--- src/hdl/sgrf_pkg.sv ---
// Shared types, constants and the frame byte table for the SNMP GetRequest framer.
package sgrf_pkg;

  // Longest encoded OID accepted by a start item.
  localparam logic [5:0] MAX_OID_BYTES = 6'd32;

  // Longest message that still fits a short-form BER length.
  localparam logic [7:0] MAX_SHORT_LEN = 8'd127;

  // Fixed part of the message length beyond the community and the OID.
  localparam logic [7:0] MSG_OVERHEAD = 8'd27;

  // Size of the command queue between the front end and the back end.
  localparam int unsigned QUEUE_DEPTH = 4;
  localparam int unsigned QUEUE_PTR_W = $clog2(QUEUE_DEPTH);

  // Input item kinds.
  typedef enum logic [1:0] {
    KIND_START = 2'd0,
    KIND_COMM  = 2'd1,
    KIND_OID   = 2'd2,
    KIND_BAD   = 2'd3
  } kind_t;

  // Position of the front end inside a frame.
  typedef enum logic [1:0] {
    PH_IDLE = 2'd0,
    PH_COMM = 2'd1,
    PH_OID  = 2'd2
  } phase_t;

  // Burst types handed from the front end to the back end.
  typedef enum logic [1:0] {
    OP_HEAD = 2'd0,
    OP_PASS = 2'd1,
    OP_ERR  = 2'd2
  } op_t;

  // One queued burst command.
  typedef struct packed {
    op_t        op;
    logic       do_pdu;
    logic       do_close;
    logic [7:0] data;
    logic [5:0] len;
    logic [7:0] req_id;
    logic       next_req;
  } cmd_t;

  // Steps of the output script.
  typedef logic [4:0] step_t;

  localparam step_t STEP_HEAD     = 5'd0;
  localparam step_t STEP_HEAD_END = 5'd6;
  localparam step_t STEP_PASS     = 5'd7;
  localparam step_t STEP_ERR      = 5'd8;
  localparam step_t STEP_PDU      = 5'd9;
  localparam step_t STEP_PDU_END  = 5'd28;
  localparam step_t STEP_NULL     = 5'd29;
  localparam step_t STEP_END      = 5'd30;

  // BER tags and fixed bytes.
  localparam logic [7:0] TAG_SEQ     = 8'h30;
  localparam logic [7:0] TAG_GET     = 8'hA0;
  localparam logic [7:0] TAG_GETNEXT = 8'hA1;
  localparam logic [7:0] TAG_INT     = 8'h02;
  localparam logic [7:0] TAG_OCTETS  = 8'h04;
  localparam logic [7:0] TAG_OID     = 8'h06;
  localparam logic [7:0] TAG_NULL    = 8'h05;
  localparam logic [7:0] BYTE_ZERO   = 8'h00;
  localparam logic [7:0] BYTE_ONE    = 8'h01;
  localparam logic [7:0] BYTE_FOUR   = 8'h04;

  // Byte emitted at a given step of the output script.
  function automatic logic [7:0] frame_byte(
    input step_t      step,
    input logic [6:0] comm_size,
    input logic [5:0] oid_len,
    input logic [7:0] req_id,
    input logic       next_req,
    input logic [7:0] data
  );
    logic [7:0] len8;
    logic [7:0] res;
    len8 = {2'b00, oid_len};
    case (step)
      5'd0:    res = TAG_SEQ;
      5'd1:    res = {1'b0, comm_size} + len8 + MSG_OVERHEAD;
      5'd2:    res = TAG_INT;
      5'd3:    res = BYTE_ONE;
      5'd4:    res = BYTE_ONE;
      5'd5:    res = TAG_OCTETS;
      5'd6:    res = {1'b0, comm_size};
      5'd7:    res = data;
      5'd8:    res = BYTE_ZERO;
      5'd9:    res = next_req ? TAG_GETNEXT : TAG_GET;
      5'd10:   res = len8 + 8'd20;
      5'd11:   res = TAG_INT;
      5'd12:   res = BYTE_FOUR;
      5'd13:   res = BYTE_ZERO;
      5'd14:   res = BYTE_ZERO;
      5'd15:   res = BYTE_ZERO;
      5'd16:   res = req_id;
      5'd17:   res = TAG_INT;
      5'd18:   res = BYTE_ONE;
      5'd19:   res = BYTE_ZERO;
      5'd20:   res = TAG_INT;
      5'd21:   res = BYTE_ONE;
      5'd22:   res = BYTE_ZERO;
      5'd23:   res = TAG_SEQ;
      5'd24:   res = len8 + 8'd6;
      5'd25:   res = TAG_SEQ;
      5'd26:   res = len8 + 8'd4;
      5'd27:   res = TAG_OID;
      5'd28:   res = len8;
      5'd29:   res = TAG_NULL;
      5'd30:   res = BYTE_ZERO;
      default: res = BYTE_ZERO;
    endcase
    return res;
  endfunction

endpackage

--- src/hdl/sgrf_if.sv ---
// Valid/ready channel interfaces for the framer's input and output items.
interface sgrf_in_if;
  logic       valid;
  logic       ready;
  logic [1:0] kind;
  logic [7:0] data_byte;
  logic [6:0] community_length;
  logic [5:0] oid_length;
  logic [7:0] req_number;
  logic       next_request;

  modport source (
    output valid, kind, data_byte, community_length, oid_length, req_number, next_request,
    input  ready
  );
  modport sink (
    input  valid, kind, data_byte, community_length, oid_length, req_number, next_request,
    output ready
  );
endinterface

interface sgrf_out_if;
  logic       valid;
  logic       ready;
  logic [7:0] out_byte;
  logic       last;
  logic       error;

  modport source (
    output valid, out_byte, last, error,
    input  ready
  );
  modport sink (
    input  valid, out_byte, last, error,
    output ready
  );
endinterface

--- src/hdl/sgrf_front.sv ---
// Front end: accepts input items, tracks the frame phase and queues burst commands.
module sgrf_front import sgrf_pkg::*; (
  input  logic         clk,
  input  logic         rst_n,
  sgrf_in_if.sink      in_chan,
  output logic         push_valid,
  input  logic         push_ready,
  output cmd_t         push_cmd
);

  phase_t     phase_r, phase_nxt;
  logic [6:0] comm_left_r, comm_left_nxt;
  logic [5:0] oid_left_r, oid_left_nxt;
  logic [5:0] saved_len_r, saved_len_nxt;

  logic       accept;
  kind_t      kind;
  logic [7:0] total;
  logic       start_ok;
  logic       comm_ok;
  logic       oid_ok;
  logic [6:0] comm_dec;
  logic [5:0] oid_dec;

  assign in_chan.ready = push_ready;
  assign accept        = in_chan.valid && push_ready;
  assign push_valid    = accept;
  assign kind          = kind_t'(in_chan.kind);

  // Classification of the current item against the frame state.
  assign total    = {1'b0, in_chan.community_length} + {2'b00, in_chan.oid_length}
                    + MSG_OVERHEAD;
  assign start_ok = (phase_r == PH_IDLE) && (in_chan.oid_length <= MAX_OID_BYTES)
                    && (total <= MAX_SHORT_LEN);
  assign comm_ok  = (phase_r == PH_COMM) && (comm_left_r != 7'd0);
  assign oid_ok   = (phase_r == PH_OID) && (oid_left_r != 6'd0);
  assign comm_dec = comm_left_r - 7'd1;
  assign oid_dec  = oid_left_r - 6'd1;

  // Next frame state.
  always_comb begin
    phase_nxt     = phase_r;
    comm_left_nxt = comm_left_r;
    oid_left_nxt  = oid_left_r;
    saved_len_nxt = saved_len_r;
    if (accept) begin
      case (kind)
        KIND_START: begin
          if (start_ok) begin
            saved_len_nxt = in_chan.oid_length;
            comm_left_nxt = in_chan.community_length;
            oid_left_nxt  = in_chan.oid_length;
            if (in_chan.community_length != 7'd0) begin
              phase_nxt = PH_COMM;
            end else if (in_chan.oid_length != 6'd0) begin
              phase_nxt = PH_OID;
            end else begin
              phase_nxt = PH_IDLE;
            end
          end else begin
            phase_nxt     = PH_IDLE;
            comm_left_nxt = 7'd0;
            oid_left_nxt  = 6'd0;
          end
        end
        KIND_COMM: begin
          if (comm_ok) begin
            comm_left_nxt = comm_dec;
            if (comm_dec == 7'd0) begin
              oid_left_nxt = saved_len_r;
              phase_nxt    = (saved_len_r == 6'd0) ? PH_IDLE : PH_OID;
            end
          end else begin
            phase_nxt     = PH_IDLE;
            comm_left_nxt = 7'd0;
            oid_left_nxt  = 6'd0;
          end
        end
        KIND_OID: begin
          if (oid_ok) begin
            oid_left_nxt = oid_dec;
            if (oid_dec == 6'd0) begin
              phase_nxt = PH_IDLE;
            end
          end else begin
            phase_nxt     = PH_IDLE;
            comm_left_nxt = 7'd0;
            oid_left_nxt  = 6'd0;
          end
        end
        default: begin
          phase_nxt     = PH_IDLE;
          comm_left_nxt = 7'd0;
          oid_left_nxt  = 6'd0;
        end
      endcase
    end
  end

  // Command that describes the bytes this item causes.
  always_comb begin
    push_cmd          = '0;
    push_cmd.op       = OP_ERR;
    push_cmd.data     = in_chan.data_byte;
    push_cmd.len      = in_chan.oid_length;
    push_cmd.req_id   = in_chan.req_number;
    push_cmd.next_req = in_chan.next_request;
    case (kind)
      KIND_START: begin
        if (start_ok) begin
          push_cmd.op       = OP_HEAD;
          push_cmd.data     = {1'b0, in_chan.community_length};
          push_cmd.do_pdu   = (in_chan.community_length == 7'd0);
          push_cmd.do_close = (in_chan.community_length == 7'd0)
                              && (in_chan.oid_length == 6'd0);
        end
      end
      KIND_COMM: begin
        if (comm_ok) begin
          push_cmd.op       = OP_PASS;
          push_cmd.do_pdu   = (comm_dec == 7'd0);
          push_cmd.do_close = (comm_dec == 7'd0) && (saved_len_r == 6'd0);
        end
      end
      KIND_OID: begin
        if (oid_ok) begin
          push_cmd.op       = OP_PASS;
          push_cmd.do_close = (oid_dec == 6'd0);
        end
      end
      default: begin
        push_cmd.op = OP_ERR;
      end
    endcase
  end

  // State registers.
  always_ff @(posedge clk) begin
    if (!rst_n) begin
      phase_r     <= PH_IDLE;
      comm_left_r <= 7'd0;
      oid_left_r  <= 6'd0;
      saved_len_r <= 6'd0;
    end else begin
      phase_r     <= phase_nxt;
      comm_left_r <= comm_left_nxt;
      oid_left_r  <= oid_left_nxt;
      saved_len_r <= saved_len_nxt;
    end
  end

endmodule

--- src/hdl/sgrf_queue.sv ---
// Four-entry command queue between the front end and the back end.
module sgrf_queue import sgrf_pkg::*; (
  input  logic clk,
  input  logic rst_n,
  input  logic push_valid,
  output logic push_ready,
  input  cmd_t push_cmd,
  output logic pop_valid,
  input  logic pop_ready,
  output cmd_t pop_cmd
);

  cmd_t                   slot_r [QUEUE_DEPTH];
  logic [QUEUE_PTR_W-1:0] wr_ptr_r, wr_ptr_nxt;
  logic [QUEUE_PTR_W-1:0] rd_ptr_r, rd_ptr_nxt;
  logic [QUEUE_PTR_W:0]   count_r, count_nxt;
  logic                   do_push;
  logic                   do_pop;

  assign push_ready = (count_r != (QUEUE_PTR_W+1)'(QUEUE_DEPTH));
  assign pop_valid  = (count_r != '0);
  assign pop_cmd    = slot_r[rd_ptr_r];
  assign do_push    = push_valid && push_ready;
  assign do_pop     = pop_valid && pop_ready;

  // Pointer and fill count update.
  always_comb begin
    wr_ptr_nxt = do_push ? wr_ptr_r + QUEUE_PTR_W'(1) : wr_ptr_r;
    rd_ptr_nxt = do_pop ? rd_ptr_r + QUEUE_PTR_W'(1) : rd_ptr_r;
    count_nxt  = count_r;
    if (do_push && !do_pop) begin
      count_nxt = count_r + (QUEUE_PTR_W+1)'(1);
    end else if (do_pop && !do_push) begin
      count_nxt = count_r - (QUEUE_PTR_W+1)'(1);
    end
  end

  always_ff @(posedge clk) begin
    if (!rst_n) begin
      wr_ptr_r <= '0;
      rd_ptr_r <= '0;
      count_r  <= '0;
    end else begin
      wr_ptr_r <= wr_ptr_nxt;
      rd_ptr_r <= rd_ptr_nxt;
      count_r  <= count_nxt;
    end
  end

  // Entry storage.
  always_ff @(posedge clk) begin
    if (do_push) begin
      slot_r[wr_ptr_r] <= push_cmd;
    end
  end

endmodule

--- src/hdl/sgrf_back.sv ---
// Back end: expands queued commands into frame bytes through a registered output.
module sgrf_back import sgrf_pkg::*; (
  input  logic         clk,
  input  logic         rst_n,
  input  logic         pop_valid,
  output logic         pop_ready,
  input  cmd_t         pop_cmd,
  sgrf_out_if.source   out_chan
);

  logic       busy_r, busy_nxt;
  step_t      step_r, step_nxt;
  logic       do_pdu_r;
  logic       do_close_r;
  logic [7:0] data_r;
  logic [6:0] comm_size_r;
  logic [5:0] oid_len_r;
  logic [7:0] req_id_r;
  logic       next_req_r;
  logic       out_valid_r;
  logic [7:0] out_byte_r;
  logic       out_last_r;
  logic       out_err_r;

  logic       emit;
  logic       seg_done;
  step_t      step_adv;
  logic       finishing;
  logic       pop;
  step_t      start_step;

  assign emit = busy_r && (!out_valid_r || out_chan.ready);

  // Step sequencing across the head, pass, error, PDU and closing segments.
  always_comb begin
    seg_done = 1'b0;
    step_adv = step_r + step_t'(1);
    case (step_r)
      STEP_HEAD_END, STEP_PASS: begin
        if (do_pdu_r) begin
          step_adv = STEP_PDU;
        end else if (do_close_r) begin
          step_adv = STEP_NULL;
        end else begin
          seg_done = 1'b1;
        end
      end
      STEP_ERR: begin
        seg_done = 1'b1;
      end
      STEP_PDU_END: begin
        if (do_close_r) begin
          step_adv = STEP_NULL;
        end else begin
          seg_done = 1'b1;
        end
      end
      STEP_END: begin
        seg_done = 1'b1;
      end
      default: begin
        step_adv = step_r + step_t'(1);
      end
    endcase
  end

  assign finishing = !busy_r || (emit && seg_done);
  assign pop       = finishing && pop_valid;
  assign pop_ready = finishing;

  // First step of a newly taken command.
  always_comb begin
    case (pop_cmd.op)
      OP_HEAD: start_step = STEP_HEAD;
      OP_PASS: start_step = STEP_PASS;
      default: start_step = STEP_ERR;
    endcase
  end

  always_comb begin
    busy_nxt = busy_r;
    step_nxt = step_r;
    if (pop) begin
      busy_nxt = 1'b1;
      step_nxt = start_step;
    end else if (finishing) begin
      busy_nxt = 1'b0;
    end else if (emit) begin
      step_nxt = step_adv;
    end
  end

  // Sequencer control.
  always_ff @(posedge clk) begin
    if (!rst_n) begin
      busy_r <= 1'b0;
      step_r <= STEP_HEAD;
    end else begin
      busy_r <= busy_nxt;
      step_r <= step_nxt;
    end
  end

  // Command and frame parameters; the frame ones are captured by a head command.
  always_ff @(posedge clk) begin
    if (pop) begin
      do_pdu_r   <= pop_cmd.do_pdu;
      do_close_r <= pop_cmd.do_close;
      data_r     <= pop_cmd.data;
      if (pop_cmd.op == OP_HEAD) begin
        comm_size_r <= pop_cmd.data[6:0];
        oid_len_r   <= pop_cmd.len;
        req_id_r    <= pop_cmd.req_id;
        next_req_r  <= pop_cmd.next_req;
      end
    end
  end

  // Output register.
  always_ff @(posedge clk) begin
    if (!rst_n) begin
      out_valid_r <= 1'b0;
    end else if (emit) begin
      out_valid_r <= 1'b1;
    end else if (out_chan.ready) begin
      out_valid_r <= 1'b0;
    end
  end

  always_ff @(posedge clk) begin
    if (emit) begin
      out_byte_r <= frame_byte(step_r, comm_size_r, oid_len_r, req_id_r, next_req_r, data_r);
      out_last_r <= (step_r == STEP_ERR) || (step_r == STEP_END);
      out_err_r  <= (step_r == STEP_ERR);
    end
  end

  assign out_chan.valid    = out_valid_r;
  assign out_chan.out_byte = out_byte_r;
  assign out_chan.last     = out_last_r;
  assign out_chan.error    = out_err_r;

endmodule

--- src/hdl/snmp_get_request_framer.sv ---
// SNMPv2c GetRequest/GetNextRequest framer with short-form BER lengths.
// Throughput: one input item per cycle while the four-entry command queue has room;
// the back end emits one byte per cycle while the output is ready, and a start item yields 7 to 29 bytes.
// Reset: synchronous active-low; clears the frame phase, counters, queue and output valid.
module snmp_get_request_framer import sgrf_pkg::*; (
  input  logic        clk,
  input  logic        rst_n,
  sgrf_in_if.sink     in_chan,
  sgrf_out_if.source  out_chan
);

  logic push_valid;
  logic push_ready;
  cmd_t push_cmd;
  logic pop_valid;
  logic pop_ready;
  cmd_t pop_cmd;

  sgrf_front u_front (
    .clk        (clk),
    .rst_n      (rst_n),
    .in_chan    (in_chan),
    .push_valid (push_valid),
    .push_ready (push_ready),
    .push_cmd   (push_cmd)
  );

  sgrf_queue u_queue (
    .clk        (clk),
    .rst_n      (rst_n),
    .push_valid (push_valid),
    .push_ready (push_ready),
    .push_cmd   (push_cmd),
    .pop_valid  (pop_valid),
    .pop_ready  (pop_ready),
    .pop_cmd    (pop_cmd)
  );

  sgrf_back u_back (
    .clk       (clk),
    .rst_n     (rst_n),
    .pop_valid (pop_valid),
    .pop_ready (pop_ready),
    .pop_cmd   (pop_cmd),
    .out_chan  (out_chan)
  );

endmodule

--- src/flat_wrapper.sv ---
// flat-port wrapper written by rule: the top's interface ports become plain ports
module snmp_get_request_framer_flat import sgrf_pkg::*;
  (clk, rst_n, in_chan_valid, in_chan_kind, in_chan_data_byte, in_chan_community_length, in_chan_oid_length, in_chan_req_number, in_chan_next_request, in_chan_ready, out_chan_valid, out_chan_out_byte, out_chan_last, out_chan_error, out_chan_ready);
  sgrf_in_if in_chan_i ();
  sgrf_out_if out_chan_i ();
  input  logic clk;
  input  logic rst_n;
  input wire logic [$bits(in_chan_i.valid)-1:0] in_chan_valid;
  input wire logic [$bits(in_chan_i.kind)-1:0] in_chan_kind;
  input wire logic [$bits(in_chan_i.data_byte)-1:0] in_chan_data_byte;
  input wire logic [$bits(in_chan_i.community_length)-1:0] in_chan_community_length;
  input wire logic [$bits(in_chan_i.oid_length)-1:0] in_chan_oid_length;
  input wire logic [$bits(in_chan_i.req_number)-1:0] in_chan_req_number;
  input wire logic [$bits(in_chan_i.next_request)-1:0] in_chan_next_request;
  output wire logic [$bits(in_chan_i.ready)-1:0] in_chan_ready;
  output wire logic [$bits(out_chan_i.valid)-1:0] out_chan_valid;
  output wire logic [$bits(out_chan_i.out_byte)-1:0] out_chan_out_byte;
  output wire logic [$bits(out_chan_i.last)-1:0] out_chan_last;
  output wire logic [$bits(out_chan_i.error)-1:0] out_chan_error;
  input wire logic [$bits(out_chan_i.ready)-1:0] out_chan_ready;
  assign in_chan_i.valid = in_chan_valid;
  assign in_chan_i.kind = in_chan_kind;
  assign in_chan_i.data_byte = in_chan_data_byte;
  assign in_chan_i.community_length = in_chan_community_length;
  assign in_chan_i.oid_length = in_chan_oid_length;
  assign in_chan_i.req_number = in_chan_req_number;
  assign in_chan_i.next_request = in_chan_next_request;
  assign in_chan_ready = in_chan_i.ready;
  assign out_chan_valid = out_chan_i.valid;
  assign out_chan_out_byte = out_chan_i.out_byte;
  assign out_chan_last = out_chan_i.last;
  assign out_chan_error = out_chan_i.error;
  assign out_chan_i.ready = out_chan_ready;
  snmp_get_request_framer u_core (.clk(clk), .rst_n(rst_n), .in_chan(in_chan_i), .out_chan(out_chan_i));
endmodule
--- config.mk ---
export PLATFORM = sky130hd
export DESIGN_NAME = snmp_get_request_framer_flat
export DESIGN_NICKNAME = d
export VERILOG_FILES = /design/src/hdl/sgrf_pkg.sv /design/src/hdl/sgrf_if.sv /design/src/hdl/sgrf_front.sv /design/src/hdl/sgrf_queue.sv /design/src/hdl/sgrf_back.sv /design/src/hdl/snmp_get_request_framer.sv /design/src/flat_wrapper.sv
export SDC_FILE = /design/constraint.sdc
export NUM_CORES = 1
export LEC_CHECK = 0
export ABC_CLOCK_PERIOD_IN_PS = 10800
export BUFFER_PORTS_ARGS = -buffer_cell sky130_fd_sc_hd__buf_4
export CAP_MARGIN = 10
export CORE_ASPECT_RATIO = 1.2
export CORE_UTILIZATION = 40
export DETAILED_ROUTE_END_ITERATION = 6
export GPL_TIMING_DRIVEN = 0
export RECOVER_POWER = 100
export SLEW_MARGIN = 30
export SYNTH_ARGS = -nofsm -noshare
export SYNTH_HDL_FRONTEND = slang
export SYNTH_SLANG_ARGS = --single-unit
--- constraint.sdc ---
create_clock -name clk -period 10.8 [get_ports clk]
set_input_delay 1.08 -clock clk [delete_from_list [all_inputs] [get_ports clk]]
set_output_delay 1.08 -clock clk [all_outputs]
set_load 0.005 [all_outputs]
## Word level (Yosys, flattened, before mapping)

Memories as Yosys holds them, arrays and structs flattened. A register that Yosys moved wholly into a read port is not among the register bits.
Index checks and enable logic that the tools add are counted.

| word-level totals | value |
|---|---|
| memories kept | 1 |
| output and inout port bits | 12 |
| logic and storage cells | 170 |
| register bits | 77 |
| RAM bits | 108 |

| operators by class | value |
|---|---|
| equality and inequality tests | 35 |
| order comparisons | 2 |
| reductions and logical operators | 50 |
| mux-type cells | 48 |
| $add $sub $neg | 14 |

Memory list:

| memory | words | bits a word | read ports | clocked after memory_dff | write ports | line | text |
|---|---|---|---|---|---|---|---|
| u_core.u_queue.slot_r | 4 | 27 | 1 | 1 | 1 | sgrf_queue.sv:13 | `cmd_t slot_r [QUEUE_DEPTH];` |

Operators by type and width:

| cell | count |
|---|---|
| 8-bit case mux with 15 select lines | 1 |
| 5-bit == test (second input constant) | 13 |
| 5-bit by 4-bit == test with 1-bit output (second input constant) | 5 |
| 5-bit two-way mux | 5 |
| 6-bit two-way mux | 4 |
| 2-bit two-way mux | 11 |
| 7-bit two-way mux | 3 |
| 7-bit case mux with 3 select lines | 1 |
| 5-bit by 3-bit == test with 1-bit output (second input constant) | 4 |
| 6-bit logical NOT | 3 |
| 6-bit case mux with 3 select lines | 1 |
| 7-bit by 6-bit adder with 8-bit output | 2 |
| 8-bit by 5-bit adder with 8-bit output (second input constant) | 2 |
| 6-bit by 3-bit adder with 7-bit output (second input constant) | 2 |
| 7-bit logical NOT | 2 |
| 7-bit nonzero test | 2 |
| 1-bit logical AND | 13 |
| 12-bit two-way mux | 1 |
| 2-bit case mux with 3 select lines | 2 |
| 6-bit nonzero test | 2 |
| 5-bit by 2-bit == test with 1-bit output (second input constant) | 2 |
| 1-bit two-way mux | 10 |
| 5-bit case mux with 2 select lines | 1 |
| 3-bit inequality test (second input constant) | 3 |
| other kinds (31) | 54 |

## Depth between registers and ports, before layout

Gate-level depths: netlist (run 1).

| logic depth | value |
|---|---|
| depth after elaboration | 9 |
| mapped depth | 12 |
| mapped depth without buffers | 12 |

## Cells and area by module

A second synthesis (run 1) with hierarchy kept.

| second synthesis, totals | value |
|---|---|
| cell total of the unflattened synthesis | 690 |
| area total of the unflattened synthesis | 9,248.9 um^2 |

By module, submodules not included:

| module | area each (um^2) | sequential area each (um^2) | cells each | times used |
|---|---|---|---|---|
| sgrf_queue | 4,439.3 | 3,423.3 | 189 | 1 |
| sgrf_back | 2,974.1 | 1,401.3 | 270 | 1 |
| sgrf_front | 1,835.5 | 420.4 | 231 | 1 |

## Worst setup path after synthesis (run 1)

Ideal clock, no wire load.

| path | value |
|---|---|
| path type | input to register |
| start | in out_chan_ready |
| end | reg u_core.u_back.comm_size_r[0], enable pin |
| slack | 7,105 ps |
| stages on the path | 5 |
| arrival | 3,266 ps |
| required time | 10,371 ps |
| path through | nor2b_1 > clkbuf_1 > a21oi_1 > nand2_1 > nor3_1 |

| on the way | value |
|---|---|
| word-level cells in the longest chain between the ends | 6 |

Ends and longest elaborated chain:

| what | line | text |
|---|---|---|
| start: declaration | flat_wrapper.sv:20 | `input wire logic [$bits(out_chan_i.ready)-1:0] out_chan_ready;` |
| 1-bit logical OR | sgrf_back.sv:32 | `assign emit = busy_r && (!out_valid_r \|\| out_chan.ready);` |
| 1-bit logical AND | sgrf_back.sv:32 |  |
| 1-bit logical AND | sgrf_back.sv:67 | `assign finishing = !busy_r \|\| (emit && seg_done);` |
| 1-bit logical OR | sgrf_back.sv:67 |  |
| 1-bit logical AND | sgrf_back.sv:68 | `assign pop = finishing && pop_valid;` |
| 2-bit AND reduction (no source line) | - |  |
| end signal: assignment | sgrf_back.sv:111 | `comm_size_r <= pop_cmd.data[6:0];` |
| end: declaration | sgrf_back.sv:16 | `logic [6:0] comm_size_r;` |

Every way passes these cells.
A chain may end at the register's enable or synchronous reset.

==> impl_results.md, run 1 <==
- Reg clk slew, reported paths: around 0.06 ns
- Starting Density: 41.2%
- PwrDens: ~220 mW/mm2
- Headroom to the max-slew limit: -7.80%
- FF+latch count, synth: about 190
- Initial antenna violation count: 0
- Total wire length: ~19000 um
- Syn nets: around 740
- Critical path type: in -> reg
- Largest net degree at the start of global routing: 24
- WP data arrival: ~4.6 ns
- LEAKAGE: about 3.5 nW
- Worst Min Path Start: u_core.u_front.comm_left_r[5]$_SDFFE_PN0P_
- Hold EP: u_core.u_front.comm_left_r[5]$_SDFFE_PN0P_
- Die W: about 140 um
- Routed vias/inst: 5.49
- Yosys synthesis warning count: 0
- Area Growth Syn to Fin: 13.3%
- Reg2reg start: u_core.u_back.step_r[0]$_SDFFE_PN0P_
- # Max-Cap Violations: 3
- Root buffer cell: clkbuf_16
- Final hold vios: 0
- Period utilisation layout: between 40% and 50%
- # port buffers: between 40 and 50
- H-tree lvl count: 4
- Die Y: around 160 um
- Sink Count: approximately 190
- Setup TNS Final: 0 ns
- Final Max Tran Viols: just under 60
- Worst-case clock buffer depth: 2
- Worst flop-to-flop path endpoint: u_core.u_back.req_id_r[5]$_DFFE_PP_
- Cts bufs inserted: 17
- Asr flop ratio synth: 0%
- Number of diodes: 0
- Cts repair resizes: 0
- Status: finished with violations
- Residual DRC: 0
- Cells after Synth: 660
- Hold Path Stages: 2
- Total power: 2.16 mW
- CTS tree: built
- Worst EP required: 10.99 ns
- Nets: between 800 and 900
- Gp weighted congestion: about 0.9
- Hold slack: between 0.5 and 0.6 ns
- First-pass GRT wire length: between 30000 and 40000 um
- Die area: 0.0224 mm2
- Critical Path Sink Type: flop
- RSZ-0062 raised after global routing: no
- DPL Wire Length: approximately 14000 um
- Hold Crit Class: reg -> reg
- Crit start category: input port
- EDFF count, synth: 150
- Worst r2r path cells: 9
- DR iter-0 viols: between 400 and 500
- Routed length per placed instance: roughly 19 um
- Fillcell total: between 1500 and 2000
- GR Util All Layers: a little under a fifth
- Worst Max-Slew Pin Slew: approximately 1.6 ns
- Post-route ant nets: 0
- Post-Syn Area: between 0.008 and 0.009 mm2
- CP Max Fanout: 10
- Postcts setup bufs: 0
- Post-synthesis sequential area ratio: 60.1%
- Syn_area_per_cell: between 10 and 15 um2
- Row count: 58
- Reg2Reg Setup Slack: between 6 and 7 ns
- Hold_buf cts: 0
- Ports: 48
- Setup violations, final: 0
- Failing checks: capacitance limit, slew limit
- DRT Pass-1 Iters: 5
- Via count: approximately 5600
- Core area: roughly 0.021 mm2
- Synth cell types: 71
- FMAX: around 230 MHz
- Vias in the first global route: a little under 6000
- Main synth FF type: edfxtp_1
- Min cycle time layout: approximately 4.4 ns
- Worst IR Drop VDD: 0.121 mV
- Skew-Pair Late Insertion Delay: around 0.43 ns
- Layout cell share with drive strength beyond 1: approximately an eighth
- Clock skew: 0.0107 ns
- GRT overflow: 0
[synth_stat cells, types with 3 or more instances]
library cell,number,area (um2)
a31oi_1,6,37.5
a221oi_1,7,61.3
a22o_1,4,35.0
or3_1,7,43.8
nor4_1,5,31.3
buf_2,3,15.0
o21a_1,3,22.5
o21ai_0,21,105
o21ai_1,13,65.1
inv_1,48,180
ha_1,40,500
xnor2_1,7,61.3
or4_1,3,22.5
xor2_1,12,105
a21oi_1,26,130
nand3_1,9,45.0
and3_1,7,43.8
o221ai_1,3,26.3
nand2_1,49,184
edfxtp_1,150,4500
o22ai_1,3,18.8
nor3b_1,4,30.0
nor3_1,8,40.0
a22oi_1,7,52.6
a222oi_1,6,60.1
mux2i_1,10,100
mux4_2,27,608
a21o_1,5,37.5
dfxtp_1,37,741
nor2b_1,6,37.5
clkbuf_1,21,78.8
or2_2,4,25.0
nor2_1,44,165
inv_2,3,11.3
mux2_1,7,78.8
[critical path, stage by stage]
cell      delay (ns)
clkbuf_1        0.35
inv_1           0.09
ha_1            0.29
inv_1           0.04
ha_1            0.28
and3_1          0.18
a221oi_1        0.30
o211ai_1        0.33
nor2_1          0.72
clkbuf_1        0.55
a32oi_1         0.19
o21ai_0         0.21
[cells in the final DEF, fill, tap and decap left out, drive strengths merged, types with 9 or more instances in the layout]
master,synthesis,layout
xor2,12,12
a21oi,26,26
buf,5,20
ha,40,40
mux4,27,27
inv,51,56
nand2,49,49
clkbuf,21,75
dfxtp,37,37
mux2i,10,10
nand3,9,9
edfxtp,150,150
o21ai,35,35
nor2,45,45
nor3,9,9
[worst max path at each step]
| stage | start | end | slack [ns] | cells after the start |
|---|---|---|---|---|
| 5_1_grt | in_chan_oid_length[4] | u_core.u_queue.slot_r[3][23]$_DFFE_PP_ | 6.19 | 12 |
| 3_3_place_gp | u_core.u_back.step_r[0]$_SDFFE_PN0P_ | u_core.u_back.req_id_r[4]$_DFFE_PP_ | 6.02 | 7 |
| 3_5_place_dp | in_chan_oid_length[5] | u_core.u_queue.slot_r[3][23]$_DFFE_PP_ | 7.07 | 10 |
| 4_1_cts | u_core.u_back.step_r[0]$_SDFFE_PN0P_ | u_core.u_queue.count_r[2]$_SDFFE_PN0P_ | 7.38 | 12 |
| 6_report | in_chan_oid_length[4] | u_core.u_queue.slot_r[1][23]$_DFFE_PP_ | 6.37 | 12 |
| 2_1_floorplan | out_chan_ready | u_core.u_back.comm_size_r[0]$_DFFE_PP_ | 7.11 | 5 |
[sequential cells by signal, summed over array words and instances (netlist names), named ones only]
register,count
u_core.u_back.data_r,8
u_core.u_back.out_chan.error,1
u_core.u_back.out_chan.valid,1
u_core.u_back.out_chan.out_byte,8
u_core.u_queue.rd_ptr_r,2
u_core.u_queue.slot_r,108
u_core.u_back.do_close_r,1
u_core.u_back.do_pdu_r,1
u_core.u_queue.count_r,3
u_core.u_back.comm_size_r,7
u_core.u_back.busy_r,1
u_core.u_back.step_r,5
u_core.u_back.oid_len_r,6
u_core.u_back.out_chan.last,1
u_core.u_back.next_req_r,1
u_core.u_back.req_id_r,8
u_core.u_front.comm_left_r,7
u_core.u_queue.wr_ptr_r,2
u_core.u_front.phase_r,2
u_core.u_front.saved_len_r,6
u_core.u_front.oid_left_r,6
[power by group]
group	internal (mW)	total [mW]	switching, mW	leakage [nW]
clock	0.323	0.602	0.280	0.258
combinational	0.236	0.578	0.342	1.59
sequential	0.928	0.979	0.0510	1.69
total	1.49	2.16	0.672	3.53
[cells by family after synthesis]
logic type,Yosys count,share of synthesized area [%]
DFF,187,60.1
and+or+nand+nor,166,9.66
AOI/OAI and AO/OA,124,9.63
buffers and inverters,77,3.40
muxes,45,9.14
adders and majority gates,42,6.19
xor gates and xnor gates,19,1.91
[area by class of cell]
| class | instances | area (um2) | share of cell area (%) |
|---|---|---|---|
| clock inverter | 14 | 136 | 1.38 |
| timing repair buffer | 51 | 304 | 3.07 |
| multi-input combinational | 396 | 3150 | 31.8 |
| clock buffer | 18 | 429 | 4.34 |
| sequential | 187 | 5250 | 53.0 |
| tap | 270 | 338 | 3.41 |
| inverter | 51 | 191 | 1.93 |
| buffer | 26 | 101 | 1.02 |
[per-stage QoR]
step	cells	area [um2]	setup slack [ns]	util [%]
after floorplan	660	8730	7.11	-
after global placement	975	9410	6.02	44.4
after detailed placement	981	9510	7.07	44.9
after CTS	1013	10100	7.38	47.6
after global routing	1013	9900	6.19	46.7
final	1013	9900	6.37	46.7
[routing by layer]
| metal | track usage, % | vias to the layer above | wire [um] | part of all wire, % |
|---|---|---|---|---|
| li1 | - | 2642 | - | - |
| met1 | 22.3 | 2737 | 8290 | 43 |
| met2 | 31.9 | 154 | 9780 | 51 |
| met3 | 3.27 | 31 | 594 | 3.1 |
| met4 | 7.24 | 0 | 437 | 2.3 |
| met5 | 0 | - | 0 | 0 |
No activity file was read; power rests on OpenSTA's default activity.
==> run 2: changes to the inputs <==
--- a/config.mk
+++ b/config.mk
@@ -5,7 +5,7 @@
 export SDC_FILE = /design/constraint.sdc
 export NUM_CORES = 1
 export LEC_CHECK = 0
-export ABC_CLOCK_PERIOD_IN_PS = 10800
+export ABC_CLOCK_PERIOD_IN_PS = 3900
 export BUFFER_PORTS_ARGS = -buffer_cell sky130_fd_sc_hd__buf_4
 export CAP_MARGIN = 10
 export CORE_ASPECT_RATIO = 1.2
==> constraint.sdc (replaced) <==
create_clock -name clk -period 3.9 [get_ports clk]
set_input_delay 0.39 -clock clk [delete_from_list [all_inputs] [get_ports clk]]
set_output_delay 0.39 -clock clk [all_outputs]
set_load 0.005 [all_outputs]
==> run 2 against run 1 <==
The flow still finishes with violations (capacitance limit, slew limit). Worst setup slack worse by 5.9 ns. Design area is 0.19% higher. Combinational power grew to 2.8 times the previous value. Sequential share of layout area is 0.10 points lower. Global-route usage stayed put. Clock skew hardly changed. Sequential cell count stayed put. Critical path type is now reg -> reg. Largest power group unchanged.
==> impl_results.md, run 2 (synthesis gave the netlist of run 1 again) <==
- Cts repair resizes: 0 (unchanged)
- CTS tree: built
- Hold slack: 0.216 ns (-0.293 ns)
- Initial antenna violation count: 0 (unchanged)
- Hold Path Stages: 1 (-1)
- Number of diodes: 0 (unchanged)
- Setup violations, final: 0 (unchanged)
- Failing checks: capacitance limit, slew limit
- Met3 wire len: 701 um (+18%)
- Worst r2r path cells: 12 (+3)
- Final hold vios: 0 (unchanged)
- GR Util All Layers: 18.3% (unchanged)
- Die Y: 164 um (unchanged)
- Area Growth Syn to Fin: 13.6%
- Worst IR Drop VDD: 0.337 mV (+180%)
- DPL Wire Length: 14000 um (unchanged)
- Worst EP required: 4.26 ns (-6.73 ns)
- Reg clk slew, reported paths: 0.07 ns (about the same)
- Status: finished with violations
- Row count: 58 (unchanged)
- Hold EP: u_core.u_queue.slot_r[3][4]$_DFFE_PP_
- Core area: 0.0212 mm2 (unchanged)
- Worst-case clock buffer depth: 2 (unchanged)
- DRT met1 WL: 8230 um (-0.76%)
- DR WL met2: 9780 um (about the same)
- Worst flop-to-flop path endpoint: u_core.u_queue.count_r[2]$_SDFFE_PN0P_
- Cts bufs inserted: 17 (unchanged)
- First-pass GRT wire length: 30600 um (unchanged)
- DRT Pass-1 Iters: 7 (+2)
- Root buffer cell: clkbuf_16
- Routed length per placed instance: 18.9 um (+0.24%)
- Most frequent cells in the layout: edfxtp_1 (150), inv_1 (50), nand2_1 (49)
- Headroom to the max-slew limit: -3.26% (+4.5 points)
- Ports: 48 (unchanged)
- Routed vias/inst: 5.50 (+0.13%)
- Layout cell share with drive strength beyond 1: 13.9% (+0.67 points)
- Residual DRC: 0 (unchanged)
- Final Util: 46.8% (+0.089 points)
- Top reg by flops: u_core.u_queue.slot_r
- Critical Path Sink Type: flop
- # Max-Cap Violations: 2 (-1)
- Worst Max-Slew Pin Slew: 1.55 ns (-0.0558 ns)
- Setup TNS Final: 0 ns (unchanged)
- Vias in the first global route: 5845 (unchanged)
- Leading cell type in the layout, fill and taps excluded: edfxtp_1
- Worst Min Path Start: in_chan_req_number[3]
- LEAKAGE: 3.54 nW (+0.38%)
- Postcts setup bufs: 0 (unchanged)
- Starting Density: 41.2% (unchanged)
- H-tree lvl count: 4 (unchanged)
- PwrDens: 604 mW/mm2 (+180%)
- Period utilisation layout: between 80% and 90%
- Hold_buf cts: 0 (unchanged)
- Reg2Reg Setup Slack: 0.42 ns (-6.28 ns)
- Final Max Tran Viols: 48 (-19%)
- Critical path type: reg -> reg
- Die W: 137 um (unchanged)
- Gp weighted congestion: 0.896 (unchanged)
- Largest net degree at the start of global routing: 24 (unchanged)
- Fillcell total: 1899 (-0.21%)
- Total wire length: 19100 um (+0.24%)
- Post-route ant nets: 0 (unchanged)
- DR iter-0 viols: 414 (-0.48%)
- Largest register FFs: 108 (unchanged)
- # port buffers: 45 (unchanged)
- Skew-Pair Late Insertion Delay: 0.43 ns (about the same)
- Hold Crit Class: in -> reg
- Die area: 0.0224 mm2 (unchanged)
- GRT overflow: 0 (unchanged)
- CP Max Fanout: 8 (-2)
- FMAX: 288 MHz
- Reg2reg start: u_core.u_back.step_r[0]$_SDFFE_PN0P_
- RSZ-0062 raised after global routing: no
- DR top layer: met4
- Crit start category: flop
- Via count: 5571 (+0.13%)
- Nets: 808 (unchanged)
- Clock skew: 0.0105 ns (-0.000157 ns)
- Min cycle time layout: about 3.5 ns
- WP data arrival: 3.83 ns (-0.79 ns)
- Sink Count: 187 (unchanged)
[run 2: metal layers]
layer  GRT usage [%]  vias up
met5               0        -
met4            7.24        0
li1                -     2638
met1            22.3     2739
met3            3.27       33
met2            31.9      161
[run 2: layout make-up]
type	count	area, um2	area share, %
flip-flops and latches	187	5250	52.9
multi-input cells	396	3160	31.9
clock buffers	18	429	4.33
well taps	270	338	3.41
repair buffers	51	309	3.12
inverters	51	191	1.93
clock inverters	14	136	1.38
plain buffers	26	105	1.06
[run 2: how the worst max path moves through the flow]
stage                                             endpoint  slack (ns)                                  from  cells past startpoint
finish              u_core.u_queue.count_r[2]$_SDFFE_PN0P_        0.42  u_core.u_back.step_r[0]$_SDFFE_PN0P_                     12
global route        u_core.u_back.comm_size_r[5]$_DFFE_PP_        0.17  u_core.u_back.step_r[0]$_SDFFE_PN0P_                      9
CTS                 u_core.u_queue.count_r[2]$_SDFFE_PN0P_        0.48  u_core.u_back.step_r[0]$_SDFFE_PN0P_                     12
detailed placement  u_core.u_queue.count_r[2]$_SDFFE_PN0P_        0.51  u_core.u_back.step_r[0]$_SDFFE_PN0P_                     12
global placement       u_core.u_back.req_id_r[4]$_DFFE_PP_       -0.88  u_core.u_back.step_r[0]$_SDFFE_PN0P_                      7
floorplan           u_core.u_back.comm_size_r[0]$_DFFE_PP_        0.29  u_core.u_back.step_r[0]$_SDFFE_PN0P_                      7
[run 2: critical path: stages, from the launching register on]
cell	delay (ns)
dfxtp_1	0.43
inv_1	0.10
ha_1	0.32
and4_1	0.34
a31oi_1	0.29
o221ai_1	0.26
nand2_1	0.32
ha_1	0.24
inv_1	0.06
fa_1	0.38
xor2_1	0.18
or3_1	0.33
a21oi_1	0.16
[run 2: power breakdown]
part	total, mW	switching [mW]	internal (mW)
registers	2.71	0.142	2.57
clock network	1.67	0.776	0.894
logic	1.61	0.949	0.657
[run 2: stage by stage]
| step | instance area [um2] | power, mW | setup slack, ns | instances |
|---|---|---|---|---|
| after detailed placement | 9510 | 4.41 | 0.512 | 981 |
| after CTS | 10100 | 6.08 | 0.477 | 1013 |
| after floorplan | 8730 | 3.84 | 0.295 | 660 |
| after global placement | 9410 | 4.32 | -0.876 | 975 |
| final | 9910 | 5.99 | 0.425 | 1013 |
| after global routing | 9910 | 6.31 | 0.170 | 1013 |
